`config.mk`:
```
export PLATFORM = sky130hd
export DESIGN_NAME = ppbc_ctrl
export DESIGN_NICKNAME = d
export VERILOG_FILES = /design/src/rtl/ppbc_pkg.sv /design/src/rtl/ppbc_ctrl.sv
export SDC_FILE = /design/constraint.sdc
export NUM_CORES = 1
export LEC_CHECK = 0
export ABC_CLOCK_PERIOD_IN_PS = 1800
export BUFFER_PORTS_ARGS = -buffer_cell sky130_fd_sc_hd__buf_2
export CORE_AREA = 2 2 39 41
export DETAILED_ROUTE_END_ITERATION = 10
export DIE_AREA = 0 0 41 43
export GPL_TIMING_DRIVEN = 0
export PLACE_DENSITY_LB_ADDON = 0.2
export SYNTH_ARGS = -nofsm -noshare
export SYNTH_HDL_FRONTEND = slang
export SYNTH_SLANG_ARGS = --single-unit
```
`constraint.sdc`:
```
create_clock -name clk -period 1.8 [get_ports clk]
set_clock_uncertainty 0.15 [all_clocks]
set_input_delay 0.27 -clock clk [delete_from_list [all_inputs] [get_ports clk]]
set_output_delay 0.27 -clock clk [all_outputs]
set_load 0.01 [all_outputs]
```
`src/rtl/ppbc_pkg.sv`:
```
// Shared types, constants and helpers of the per-position base counter.
// No dependencies; used by ppbc_ctrl, ppbc_dp and the top level.
`default_nettype none

package ppbc_pkg;

  localparam int DEF_MAX_POS    = 1024;
  localparam int DEF_COUNT_BITS = 32;
  localparam int NUM_CLS        = 5;
  localparam int CUR_BITS       = 16;
  localparam int OUT_BITS       = 32;

  localparam logic [2:0] CLS_A = 3'd0;
  localparam logic [2:0] CLS_T = 3'd1;
  localparam logic [2:0] CLS_G = 3'd2;
  localparam logic [2:0] CLS_C = 3'd3;
  localparam logic [2:0] CLS_N = 3'd4;

  localparam logic [7:0] CH_NL    = 8'd10;
  localparam logic [7:0] CH_SPACE = 8'd32;
  localparam logic [7:0] CH_CASE  = 8'h20;
  localparam logic [7:0] CH_LC_A  = 8'h61;
  localparam logic [7:0] CH_LC_T  = 8'h74;
  localparam logic [7:0] CH_LC_G  = 8'h67;
  localparam logic [7:0] CH_LC_C  = 8'h63;

  typedef struct packed {
    logic clear_step;
    logic capture;
    logic exec;
    logic write;
    logic load;
  } cmd_t;

  typedef struct packed {
    logic clear_last;
    logic is_query;
    logic store_hit;
    logic out_free;
  } status_t;

  function automatic logic [2:0] classify(input logic [7:0] b);
    logic [7:0] l;
    l = b | CH_CASE;
    unique case (l)
      CH_LC_A: return CLS_A;
      CH_LC_T: return CLS_T;
      CH_LC_G: return CLS_G;
      CH_LC_C: return CLS_C;
      default: return CLS_N;
    endcase
  endfunction

endpackage

`default_nettype wire

```
`src/rtl/ppbc_ctrl.sv`:
```
// Controller of the per-position base counter: clearing pass, accept,
// execute, read-modify-write and result load. Depends on ppbc_pkg.
`default_nettype none

module ppbc_ctrl (
  input  logic              clk,
  input  logic              rst,
  input  ppbc_pkg::status_t status,
  input  logic              in_valid,
  output logic              in_ready,
  output ppbc_pkg::cmd_t    cmd
);
  import ppbc_pkg::*;

  localparam logic [2:0] S_CLEAR = 3'd0;
  localparam logic [2:0] S_IDLE  = 3'd1;
  localparam logic [2:0] S_EXEC  = 3'd2;
  localparam logic [2:0] S_WRITE = 3'd3;
  localparam logic [2:0] S_LOAD  = 3'd4;

  logic [2:0] state;
  logic [2:0] state_next;

  always_ff @(posedge clk) begin
    if (rst) begin
      state <= S_CLEAR;
    end else begin
      state <= state_next;
    end
  end

  always_comb begin
    state_next = state;
    cmd        = '0;
    in_ready   = 1'b0;
    unique case (state)
      S_CLEAR: begin
        cmd.clear_step = 1'b1;
        if (status.clear_last) state_next = S_IDLE;
      end
      S_IDLE: begin
        in_ready = 1'b1;
        if (in_valid) begin
          cmd.capture = 1'b1;
          state_next  = S_EXEC;
        end
      end
      S_EXEC: begin
        cmd.exec = 1'b1;
        priority if (status.is_query) state_next = S_LOAD;
        else if (status.store_hit)    state_next = S_WRITE;
        else                          state_next = S_IDLE;
      end
      S_WRITE: begin
        cmd.write  = 1'b1;
        state_next = S_IDLE;
      end
      S_LOAD: begin
        if (status.out_free) begin
          cmd.load   = 1'b1;
          state_next = S_IDLE;
        end
      end
      default: state_next = S_IDLE;
    endcase
  end

endmodule

`default_nettype wire

```
==> results of run 1 <==
## layout by cell type, fill, tap and decap left out
| cell type | n |
|---|---|
| nor3b_2 | 1 |
| nor3b_4 | 1 |
| nor3_1 | 4 |
| nand4bb_1 | 1 |
| nor4b_2 | 1 |
| nand2_1 | 1 |
| nor3b_1 | 1 |
| buf_6 | 3 |
| a221oi_2 | 1 |
| o21a_1 | 2 |
| buf_2 | 12 |
| a31oi_1 | 1 |
| nor2_1 | 1 |
| clkbuf_4 | 3 |
| clkbuf_1 | 1 |
| and3_2 | 1 |
| o211ai_1 | 1 |
| dfxtp_1 | 3 |
| inv_2 | 1 |
## worst max path at each step
stage,startpoint,endpoint,slack (ns),cells past startpoint
after CTS,state[2],cmd[0],0.23,4
after global placement,state[2],cmd[0],0.50,4
final,state[2],cmd[0],0.26,4
after global routing,state[2],cmd[0],0.18,4
after floorplan,state[2],cmd[0],0.57,3
after detailed placement,state[2],cmd[0],0.49,4
## synth_stat cells
| cell | number |
|---|---|
| inv_2 | 1 |
| nor3_1 | 4 |
| nand4bb_1 | 1 |
| nor3b_2 | 1 |
| o211ai_1 | 1 |
| a31oi_1 | 1 |
| nor2_1 | 1 |
| nor3b_4 | 1 |
| nand2_1 | 1 |
| and3_2 | 1 |
| a221oi_2 | 1 |
| nor4b_2 | 1 |
| nor3b_1 | 1 |
| o21a_1 | 2 |
| dfxtp_1 | 3 |
| buf_6 | 3 |
## where the power goes
part	leakage, nW	switching, W	internal [W]
clock network	0.0150	0.0000362	0.0000832
logic	0.110	0.0000292	0.0000298
registers	0.0246	0.00000195	0.0000708
## cell type report
class | instances | area, sq um | area share (%)
multi-input combinational | 17 | 144 | 41.4
sequential | 3 | 60.1 | 17.3
timing repair buffer | 12 | 60.1 | 17.3
buffer | 3 | 33.8 | 9.71
clock buffer | 4 | 26.3 | 7.55
tap | 16 | 20.0 | 5.76
inverter | 1 | 3.75 | 1.08
## cells by family after synthesis
group                  after synthesis
AND/OR/NAND/NOR                     12
AO/OA/AOI/OAI                        5
buffers and inverters                4
flip-flops                           3
## through the flow
step	instances	worst slack, ns	hold slack [ns]	util [%]
after floorplan	24	0.570	0.186	-
after global placement	52	0.503	0.324	23.2
after detailed placement	52	0.490	0.328	23.2
after CTS	56	0.232	0.0779	25.1
after global routing	56	0.180	0.0898	25.1
final	56	0.257	0.0801	25.1
## worst max-delay path: cells and delay by family, from the launching register on
family                 cells  cell delay (ns)
flip-flops                 1             0.31
AND/OR/NAND/NOR            1             0.23
buffers and inverters      3             0.34
## layer usage
metal,global-route usage (%),vias to the layer above,routed length (um)
li1,-,125,-
met1,9.94,103,259
met2,7.81,9,222
met3,7.85,0,27
met4,4.00,0,0
met5,0,-,0
==> impl_metrics.xml, run 1 <==
<?xml version="1.0" encoding="UTF-8"?>
<metrics>
  <group name="route">
    <metric name="drt-wirelength-per-cell" unit="um">9.09</metric>
    <metric name="first_pass_iters" unit="">3</metric>
    <metric name="dr.first_iter.drc_count" unit="">1</metric>
    <metric name="detail-route-antenna-nets" unit="">0</metric>
    <metric name="vias_per_cell" unit="">4.23</metric>
    <metric name="via_count" unit="">237</metric>
    <metric name="drc" unit="">0</metric>
    <metric name="routed_wirelength" unit="um">509</metric>
  </group>
  <group name="worst_setup_path">
    <metric name="arrival_time_of_the_worst_setup_path" unit="ns">1.12</metric>
    <metric name="r2r.worst_path.cells" unit="">4</metric>
    <metric name="reg2reg_from" unit="">state[0]</metric>
    <metric name="critPathSlowestCell" unit="">dfxtp_1</metric>
    <metric name="critPathLaunchType" unit="">flop</metric>
    <metric name="stage_delay_of_the_slowest_cell_on_the_critical_path" unit="ns">0.31</metric>
    <metric name="crit_path_max_fanout" unit="">8</metric>
    <metric name="cp_cell_instances" unit="">buf_6 -&gt; inv_2 -&gt; nor4b_2 -&gt; buf_2</metric>
    <metric name="end_kind" unit="">output pin</metric>
    <metric name="timing.rr.end" unit="">state[0]</metric>
    <metric name="ff2ff_setup_slack" unit="ns">0.71</metric>
    <metric name="crit_type" unit="">reg -&gt; out</metric>
    <metric name="worst-endpoint-required" unit="ns">1.38</metric>
  </group>
  <group name="worst_hold_path">
    <metric name="worstHoldEndpoint" unit="">state[0]</metric>
    <metric name="min-delay-path-class" unit="">in -&gt; reg</metric>
    <metric name="holdPathStages" unit="">2</metric>
    <metric name="timing.hold.worst.start" unit="">rst</metric>
  </group>
  <group name="place">
    <metric name="place_area" unit="sq um">322</metric>
    <metric name="place.gp.congestion" unit="">0.719</metric>
    <metric name="placement.io_buffers" unit="">12</metric>
    <metric name="place.detailed.hpwl" unit="um">410</metric>
  </group>
  <group name="die">
    <metric name="core" unit="sq um">1380</metric>
    <metric name="top_level_ports" unit="">13</metric>
    <metric name="design.die.area" unit="sq um">1760</metric>
    <metric name="initial_core_util" unit="%">17.5</metric>
    <metric name="die_w" unit="um">41</metric>
    <metric name="num_rows" unit="">14</metric>
    <metric name="dieHeight" unit="um">43</metric>
  </group>
  <group name="sta">
    <metric name="fin_setup_tns" unit="ns">0</metric>
    <metric name="period_minus_slack" unit="ns">1.54</metric>
    <metric name="timing_max_transition_violations_final" unit="">0</metric>
    <metric name="rsz_0062_raised_after_global_routing" unit="">no</metric>
    <metric name="report.final.hold_viol_count" unit="">0</metric>
    <metric name="slew_headroom" unit="%">87.3</metric>
    <metric name="finalSetupViolations" unit="">0</metric>
    <metric name="min_period_over_period" unit="%">85.7</metric>
    <metric name="worst_slew_pin_slew" unit="ns">0.190</metric>
    <metric name="max_freq" unit="MHz">648</metric>
  </group>
  <group name="job">
    <metric name="cap_viol_max_count" unit="">0</metric>
  </group>
  <group name="synth">
    <metric name="synthXorXnorAreaFrac" unit="%">0</metric>
    <metric name="synth-seq-cells" unit="">3</metric>
    <metric name="post_synth_adder_cell_area" unit="%">0</metric>
    <metric name="synthCells" unit="">24</metric>
    <metric name="synth.mux.area_fraction" unit="%">0</metric>
    <metric name="synth.area.top_cells" unit="">dfxtp_1 (25%), buf_6 (14%), nor3_1 (8.3%), nor3b_4 (7.8%), a221oi_2 (6.2%)</metric>
    <metric name="synthesis.area_per_instance" unit="sq um">10.1</metric>
    <metric name="seq_area_frac_synth" unit="%">24.9</metric>
    <metric name="yosysWarnings" unit="">0</metric>
    <metric name="synth_cell_type_count" unit="">16</metric>
    <metric name="synth_top_family_by_area" unit="">simple AND/OR/NAND/NOR gates</metric>
    <metric name="synth_largest_type_area_fraction" unit="%">24.9</metric>
    <metric name="synthesized_net_count" unit="">31</metric>
    <metric name="area_fraction_in_compound_gates_after_synthesis" unit="%">18.1</metric>
    <metric name="synth_simple_gate_area_share" unit="%">41.5</metric>
    <metric name="synth_largest_area_cell" unit="">dfxtp_1</metric>
    <metric name="post_synth_instance_area" unit="sq um">241</metric>
  </group>
  <group name="finish">
    <metric name="drive_above_1_share" unit="%">60.0</metric>
    <metric name="nets" unit="">48</metric>
    <metric name="final_cell_area" unit="sq um">348</metric>
    <metric name="antenna_cells_inserted" unit="">0</metric>
    <metric name="areaGrowthSynthToFinish" unit="%">44.0</metric>
    <metric name="fill_cells" unit="">159</metric>
    <metric name="largest_registers" unit="">state x3</metric>
    <metric name="largest_register_ff_count" unit="">3</metric>
    <metric name="max_flop_register" unit="">state</metric>
  </group>
  <group name="cts">
    <metric name="cts_resized" unit="">0</metric>
    <metric name="tritoncts" unit="">yes</metric>
    <metric name="clockBufferDepth" unit="">2</metric>
    <metric name="cts.repair_timing.setup_buffer_count" unit="">0</metric>
    <metric name="htree_num_levels" unit="">1</metric>
    <metric name="cts_root_buffer" unit="">clkbuf_4</metric>
    <metric name="clk_pin_slew" unit="ns">0.04</metric>
    <metric name="post_cts_hold_buffer_count" unit="">0</metric>
    <metric name="tritoncts.num_buffers" unit="">3</metric>
    <metric name="clock_insertion_delay_worst_skew" unit="ns">0.23</metric>
    <metric name="clock_sink_count" unit="">3</metric>
  </group>
  <group name="grt">
    <metric name="grt_max_degree" unit="">11</metric>
    <metric name="grt_pass1_vias" unit="">204</metric>
    <metric name="global_route_wire_length_before_repair" unit="um">834</metric>
    <metric name="number_of_antenna_violations_at_the_first_check_in_global_routing" unit="">0</metric>
    <metric name="grt_remaining_overflow" unit="">0</metric>
    <metric name="grt_util_all_layers" unit="%">7.72</metric>
  </group>
  <group name="power">
    <metric name="p_leak" unit="nW">0.150</metric>
    <metric name="vdd_drop_max" unit="mV">0.341</metric>
    <metric name="power_density" unit="nW/um^2">722</metric>
    <metric name="design_power_total" unit="W">0.000251</metric>
  </group>
  <group name="status">
    <metric name="status" unit="">complete, no violations</metric>
  </group>
</metrics>
No activity file was read; power rests on OpenSTA's default activity.
==> inputs of run 2 (changes only) <==
--- a/config.mk
+++ b/config.mk
@@ -11,7 +11,6 @@
 export DETAILED_ROUTE_END_ITERATION = 10
 export DIE_AREA = 0 0 41 43
 export GPL_TIMING_DRIVEN = 0
-export PLACE_DENSITY_LB_ADDON = 0.2
 export SYNTH_ARGS = -nofsm -noshare
 export SYNTH_HDL_FRONTEND = slang
 export SYNTH_SLANG_ARGS = --single-unit
==> impl_metrics.xml, run 2 (synthesized netlist as in run 1, its figures left out) <==
<?xml version="1.0" encoding="UTF-8"?>
<metrics>
  <group name="cts">
    <metric name="tritoncts" unit="">yes</metric>
    <metric name="htree_num_levels" unit="">1</metric>
    <metric name="clockBufferDepth" unit="">2</metric>
    <metric name="cts_resized" unit="">0</metric>
    <metric name="cts.repair_timing.setup_buffer_count" unit="">0</metric>
    <metric name="clock_sink_count" unit="">3</metric>
    <metric name="clock_insertion_delay_worst_skew" unit="ns">0.23</metric>
    <metric name="cts_root_buffer" unit="">clkbuf_4</metric>
    <metric name="tritoncts.num_buffers" unit="">3</metric>
    <metric name="post_cts_hold_buffer_count" unit="">0</metric>
    <metric name="clk_pin_slew" unit="ns">0.04</metric>
  </group>
  <group name="worst_setup_path">
    <metric name="end_kind" unit="">output pin</metric>
    <metric name="crit_type" unit="">reg -&gt; out</metric>
    <metric name="arrival_time_of_the_worst_setup_path" unit="ns">1.16</metric>
    <metric name="worst-endpoint-required" unit="ns">1.38</metric>
    <metric name="ff2ff_setup_slack" unit="ns">0.71</metric>
    <metric name="crit_path_max_fanout" unit="">8</metric>
    <metric name="critPathLaunchType" unit="">flop</metric>
  </group>
  <group name="grt">
    <metric name="grt_util_all_layers" unit="%">6.21</metric>
    <metric name="number_of_antenna_violations_at_the_first_check_in_global_routing" unit="">0</metric>
    <metric name="global_route_wire_length_before_repair" unit="um">752</metric>
    <metric name="grt_max_degree" unit="">11</metric>
    <metric name="grt_pass1_vias" unit="">189</metric>
    <metric name="grt_remaining_overflow" unit="">0</metric>
  </group>
  <group name="finish">
    <metric name="largest_registers" unit="">state x3</metric>
    <metric name="antenna_cells_inserted" unit="">0</metric>
    <metric name="largest_register_ff_count" unit="">3</metric>
    <metric name="layout.cells.most_common_list" unit="">buf_2 (12), nor3_1 (4), buf_6 (3), clkbuf_4 (3), dfxtp_1 (3)</metric>
    <metric name="drive_above_1_share" unit="%">60.0</metric>
    <metric name="max_flop_register" unit="">state</metric>
    <metric name="nets" unit="">48</metric>
    <metric name="areaGrowthSynthToFinish" unit="%">44.0</metric>
    <metric name="layout.cells.most_common" unit="">buf_2</metric>
  </group>
  <group name="place">
    <metric name="place.gp.congestion" unit="">0.658</metric>
    <metric name="place.detailed.hpwl" unit="um">419</metric>
    <metric name="pre_cts_slack" unit="ns">0.453</metric>
    <metric name="placement.io_buffers" unit="">12</metric>
  </group>
  <group name="route">
    <metric name="detail-route-antenna-nets" unit="">0</metric>
    <metric name="dr.first_iter.drc_count" unit="">5</metric>
    <metric name="vias_per_cell" unit="">4.02</metric>
    <metric name="drt-wirelength-per-cell" unit="um">9.66</metric>
    <metric name="first_pass_iters" unit="">4</metric>
    <metric name="drc" unit="">0</metric>
    <metric name="routed_wirelength" unit="um">541</metric>
    <metric name="via_count" unit="">225</metric>
  </group>
  <group name="die">
    <metric name="num_rows" unit="">14</metric>
    <metric name="top_level_ports" unit="">13</metric>
    <metric name="design.die.area" unit="sq um">1760</metric>
    <metric name="dieHeight" unit="um">43</metric>
    <metric name="core" unit="sq um">1380</metric>
    <metric name="initial_core_util" unit="%">17.5</metric>
    <metric name="die_w" unit="um">41</metric>
  </group>
  <group name="sta">
    <metric name="max_freq" unit="MHz">634</metric>
    <metric name="final_critical_path_setup_slack" unit="ns">0.223</metric>
    <metric name="worst_slew_pin_slew" unit="ns">0.206</metric>
    <metric name="report.final.hold_viol_count" unit="">0</metric>
    <metric name="fin_setup_tns" unit="ns">0</metric>
    <metric name="slew_headroom" unit="%">86.2</metric>
    <metric name="min_period_over_period" unit="%">87.6</metric>
    <metric name="period_minus_slack" unit="ns">1.58</metric>
    <metric name="finalSetupViolations" unit="">0</metric>
    <metric name="timing_max_transition_violations_final" unit="">0</metric>
    <metric name="rsz_0062_raised_after_global_routing" unit="">no</metric>
  </group>
  <group name="job">
    <metric name="cap_viol_max_count" unit="">0</metric>
  </group>
  <group name="power">
    <metric name="vdd_drop_max" unit="mV">0.322</metric>
    <metric name="clkPwrFrac" unit="%">46.7</metric>
    <metric name="power_frac_comb" unit="%">24.1</metric>
    <metric name="power_density" unit="nW/um^2">717</metric>
    <metric name="share_seq_of_total_power" unit="%">29.2</metric>
    <metric name="p_sw" unit="W">0.0000657</metric>
    <metric name="power.switching_fraction" unit="%">26.3</metric>
    <metric name="internal_power" unit="W">0.000184</metric>
    <metric name="p_leak" unit="nW">0.150</metric>
  </group>
  <group name="worst_hold_path">
    <metric name="min-delay-path-class" unit="">in -&gt; reg</metric>
  </group>
  <group name="status">
    <metric name="status" unit="">complete, no violations</metric>
  </group>
</metrics>
[run 2: worst paths after layout]
check,startpoint,to,depth (start not counted)
worst max-delay path,state[2],cmd[0],4
worst min register to register,state[2],state[1],2
worst max register to register,state[0],state[0],4
worst min-delay path,rst,state[0],2
[run 2: metal layers]
metal	track usage, %	routed length, um	up-vias
met5	0	0	-
met4	2.00	0	0
met3	3.14	31	0
met2	7.19	233	8
met1	9.58	275	93
li1	-	-	124
[run 2: final cells by class]
cell class                      instances  area, sq um
Buffer                                  3         33.8
Clock buffer                            4         26.3
Fill cell                             164         1040
Inverter                                1         3.75
Multi-Input combinational cell         17          144
Sequential cell                         3         60.1
Tap cell                               16         20.0
Timing Repair Buffer                   12         60.1
[run 2: power by group through the flow]
stage                     clock (W)  combinational, W  sequential (W)
after detailed placement          0         0.0000611       0.0000737
after global routing       0.000127         0.0000652       0.0000730
after floorplan                   0         0.0000395       0.0000735
final                      0.000117         0.0000602       0.0000727
after CTS                  0.000121         0.0000611       0.0000727
after global placement            0         0.0000603       0.0000737
[run 2: metrics by stage]
stage,util (%),cells,hold WS (ns),power [W],cell area (sq um)
2_1_floorplan,-,24,0.186,0.000113,241
3_3_place_gp,23.2,52,0.324,0.000134,322
3_5_place_dp,23.2,52,0.327,0.000135,322
4_1_cts,25.1,56,0.0863,0.000255,348
5_1_grt,25.1,56,0.0891,0.000265,348
6_report,25.1,56,0.0907,0.000249,348
[run 2: worst max-delay path: stages (launching register included)]
cell	delay, ns
dfxtp_1	0.31
buf_6	0.13
inv_2	0.06
nor4b_2	0.25
buf_2	0.17
==> inputs of run 3 (changes only) <==
--- a/config.mk
+++ b/config.mk
@@ -7,9 +7,9 @@
 export LEC_CHECK = 0
 export ABC_CLOCK_PERIOD_IN_PS = 1800
 export BUFFER_PORTS_ARGS = -buffer_cell sky130_fd_sc_hd__buf_2
-export CORE_AREA = 2 2 39 41
+export CORE_AREA = 4 4 41 43
 export DETAILED_ROUTE_END_ITERATION = 10
-export DIE_AREA = 0 0 41 43
+export DIE_AREA = 0 0 45 47
 export GPL_TIMING_DRIVEN = 0
 export SYNTH_ARGS = -nofsm -noshare
 export SYNTH_HDL_FRONTEND = slang
==> impl_metrics.xml, run 3 (synthesized netlist as in run 1, its figures left out) <==
<?xml version="1.0" encoding="UTF-8"?>
<metrics>
  <group name="status">
    <metric name="status" unit="">complete, no violations</metric>
  </group>
  <group name="worst_setup_path">
    <metric name="end_kind" unit="">output pin</metric>
    <metric name="cpLargestDelayFamily" unit="">buffers and inverters</metric>
    <metric name="worst-endpoint-required" unit="ns">1.38</metric>
    <metric name="arrival_time_of_the_worst_setup_path" unit="ns">1.12</metric>
    <metric name="crit_buf_inv" unit="">3</metric>
    <metric name="critPathSlowestCell" unit="">dfxtp_1</metric>
    <metric name="critPathLaunchType" unit="">flop</metric>
    <metric name="crit_path_max_fanout" unit="">8</metric>
    <metric name="cp_cell_instances" unit="">buf_6 -&gt; inv_2 -&gt; nor4b_2 -&gt; buf_2</metric>
    <metric name="crit_type" unit="">reg -&gt; out</metric>
    <metric name="stage_delay_of_the_slowest_cell_on_the_critical_path" unit="ns">0.31</metric>
  </group>
  <group name="sta">
    <metric name="period_minus_slack" unit="ns">1.54</metric>
    <metric name="timing_max_transition_violations_final" unit="">0</metric>
    <metric name="max_freq" unit="MHz">651</metric>
    <metric name="report.final.hold_viol_count" unit="">0</metric>
    <metric name="worst_slew_pin_slew" unit="ns">0.213</metric>
    <metric name="rsz_0062_raised_after_global_routing" unit="">no</metric>
    <metric name="min_period_over_period" unit="%">85.4</metric>
    <metric name="fin_setup_tns" unit="ns">0</metric>
    <metric name="finalSetupViolations" unit="">0</metric>
    <metric name="slew_headroom" unit="%">85.7</metric>
  </group>
  <group name="finish">
    <metric name="fill_cells" unit="">156</metric>
    <metric name="layout.cells.most_common" unit="">buf_2</metric>
    <metric name="max_flop_register" unit="">state</metric>
    <metric name="drive_above_1_share" unit="%">60.0</metric>
    <metric name="largest_register_ff_count" unit="">3</metric>
    <metric name="antenna_cells_inserted" unit="">0</metric>
    <metric name="largest_registers" unit="">state x3</metric>
    <metric name="layout.cells.most_common_list" unit="">buf_2 (12), nor3_1 (4), buf_6 (3), clkbuf_4 (3), dfxtp_1 (3)</metric>
    <metric name="areaGrowthSynthToFinish" unit="%">43.5</metric>
    <metric name="stdcell_count" unit="">55</metric>
    <metric name="nets" unit="">48</metric>
  </group>
  <group name="grt">
    <metric name="global_route_wire_length_before_repair" unit="um">841</metric>
    <metric name="grt_pass1_vias" unit="">213</metric>
    <metric name="grt_util_all_layers" unit="%">5.76</metric>
    <metric name="number_of_antenna_violations_at_the_first_check_in_global_routing" unit="">0</metric>
    <metric name="grt_remaining_overflow" unit="">0</metric>
    <metric name="grt_max_degree" unit="">11</metric>
  </group>
  <group name="die">
    <metric name="top_level_ports" unit="">13</metric>
    <metric name="num_rows" unit="">13</metric>
    <metric name="die_w" unit="um">45</metric>
    <metric name="dieHeight" unit="um">47</metric>
    <metric name="core" unit="sq um">1300</metric>
    <metric name="initial_core_util" unit="%">18.6</metric>
    <metric name="design.die.area" unit="sq um">2120</metric>
  </group>
  <group name="cts">
    <metric name="cts_root_buffer" unit="">clkbuf_4</metric>
    <metric name="clockBufferDepth" unit="">2</metric>
    <metric name="htree_num_levels" unit="">1</metric>
    <metric name="clk_pin_slew" unit="ns">0.04</metric>
    <metric name="cts.repair_timing.setup_buffer_count" unit="">0</metric>
    <metric name="tritoncts" unit="">yes</metric>
    <metric name="post_cts_hold_buffer_count" unit="">0</metric>
    <metric name="clock_insertion_delay_worst_skew" unit="ns">0.23</metric>
    <metric name="clock_sink_count" unit="">3</metric>
    <metric name="cts_resized" unit="">0</metric>
    <metric name="tritoncts.num_buffers" unit="">3</metric>
  </group>
  <group name="job">
    <metric name="cap_viol_max_count" unit="">0</metric>
  </group>
  <group name="route">
    <metric name="vias_per_cell" unit="">4.31</metric>
    <metric name="dr.first_iter.drc_count" unit="">0</metric>
    <metric name="via_count" unit="">237</metric>
    <metric name="first_pass_iters" unit="">1</metric>
    <metric name="routed_wirelength" unit="um">549</metric>
    <metric name="drt-wirelength-per-cell" unit="um">9.98</metric>
    <metric name="detail-route-antenna-nets" unit="">0</metric>
    <metric name="drc" unit="">0</metric>
  </group>
  <group name="place">
    <metric name="placement.io_buffers" unit="">12</metric>
    <metric name="place.detailed.hpwl" unit="um">428</metric>
    <metric name="place.gp.congestion" unit="">0.695</metric>
    <metric name="dpl.cell_count" unit="">51</metric>
  </group>
  <group name="power">
    <metric name="design_power_total" unit="W">0.000252</metric>
    <metric name="vdd_drop_max" unit="mV">0.223</metric>
    <metric name="power_density" unit="nW/um^2">727</metric>
    <metric name="p_leak" unit="nW">0.150</metric>
  </group>
  <group name="worst_hold_path">
    <metric name="min-delay-path-class" unit="">in -&gt; reg</metric>
  </group>
</metrics>
run 3: cell counts in the layout (fill, tap and decap cells not counted):
Identical to the previous run, type by type.
run 3: final timing paths:
| kind | startpoint | end | slack (ns) | depth (start not counted) |
|---|---|---|---|---|
| max | state[2] | cmd[0] | 0.26 | 4 |
| min | rst | state[0] | 0.08 | 2 |
| max reg2reg | state[0] | state[0] | 0.71 | 4 |
| min reg2reg | state[2] | state[1] | 0.40 | 2 |
run 3: per-layer routing:
layer / wire [um] / global-route usage, %
met5: 0 / 0
met1: 281 / 7.92
met3: 49 / 2.30
met2: 218 / 6.50
met4: 0 / 5.26
run 3: area by class of cell:
cell class	count	area [sq um]	area share [%]
multi-input combinational	17	144	41.5
sequential	3	60.1	17.3
timing repair buffer	12	60.1	17.3
buffer	3	33.8	9.75
clock buffer	4	26.3	7.58
tap	15	18.8	5.42
inverter	1	3.75	1.08
run 3: through the flow:
stage	hold WS (ns)	utilization [%]	setup slack (ns)	cell area [sq um]
final	0.0819	26.6	0.263	347
after global routing	0.0846	26.6	0.144	347
after CTS	0.0719	26.6	0.236	347
after detailed placement	0.320	24.6	0.492	320
after global placement	0.322	24.6	0.507	320
after floorplan	0.186	-	0.570	241
run 3: power by group:
group / switching [W] / internal, W / leakage, nW
Clock: 0.0000356 / 0.0000831 / 0.0150
Combinational: 0.0000306 / 0.0000299 / 0.110
Sequential: 0.00000190 / 0.0000708 / 0.0246
run 3: worst register-to-register path, cell delays in order, from the launching register on:
cell and delay, ns:
dfxtp_1 0.30, buf_6 0.14, nand2_1 0.10, o211ai_1 0.12, a221oi_2 0.21
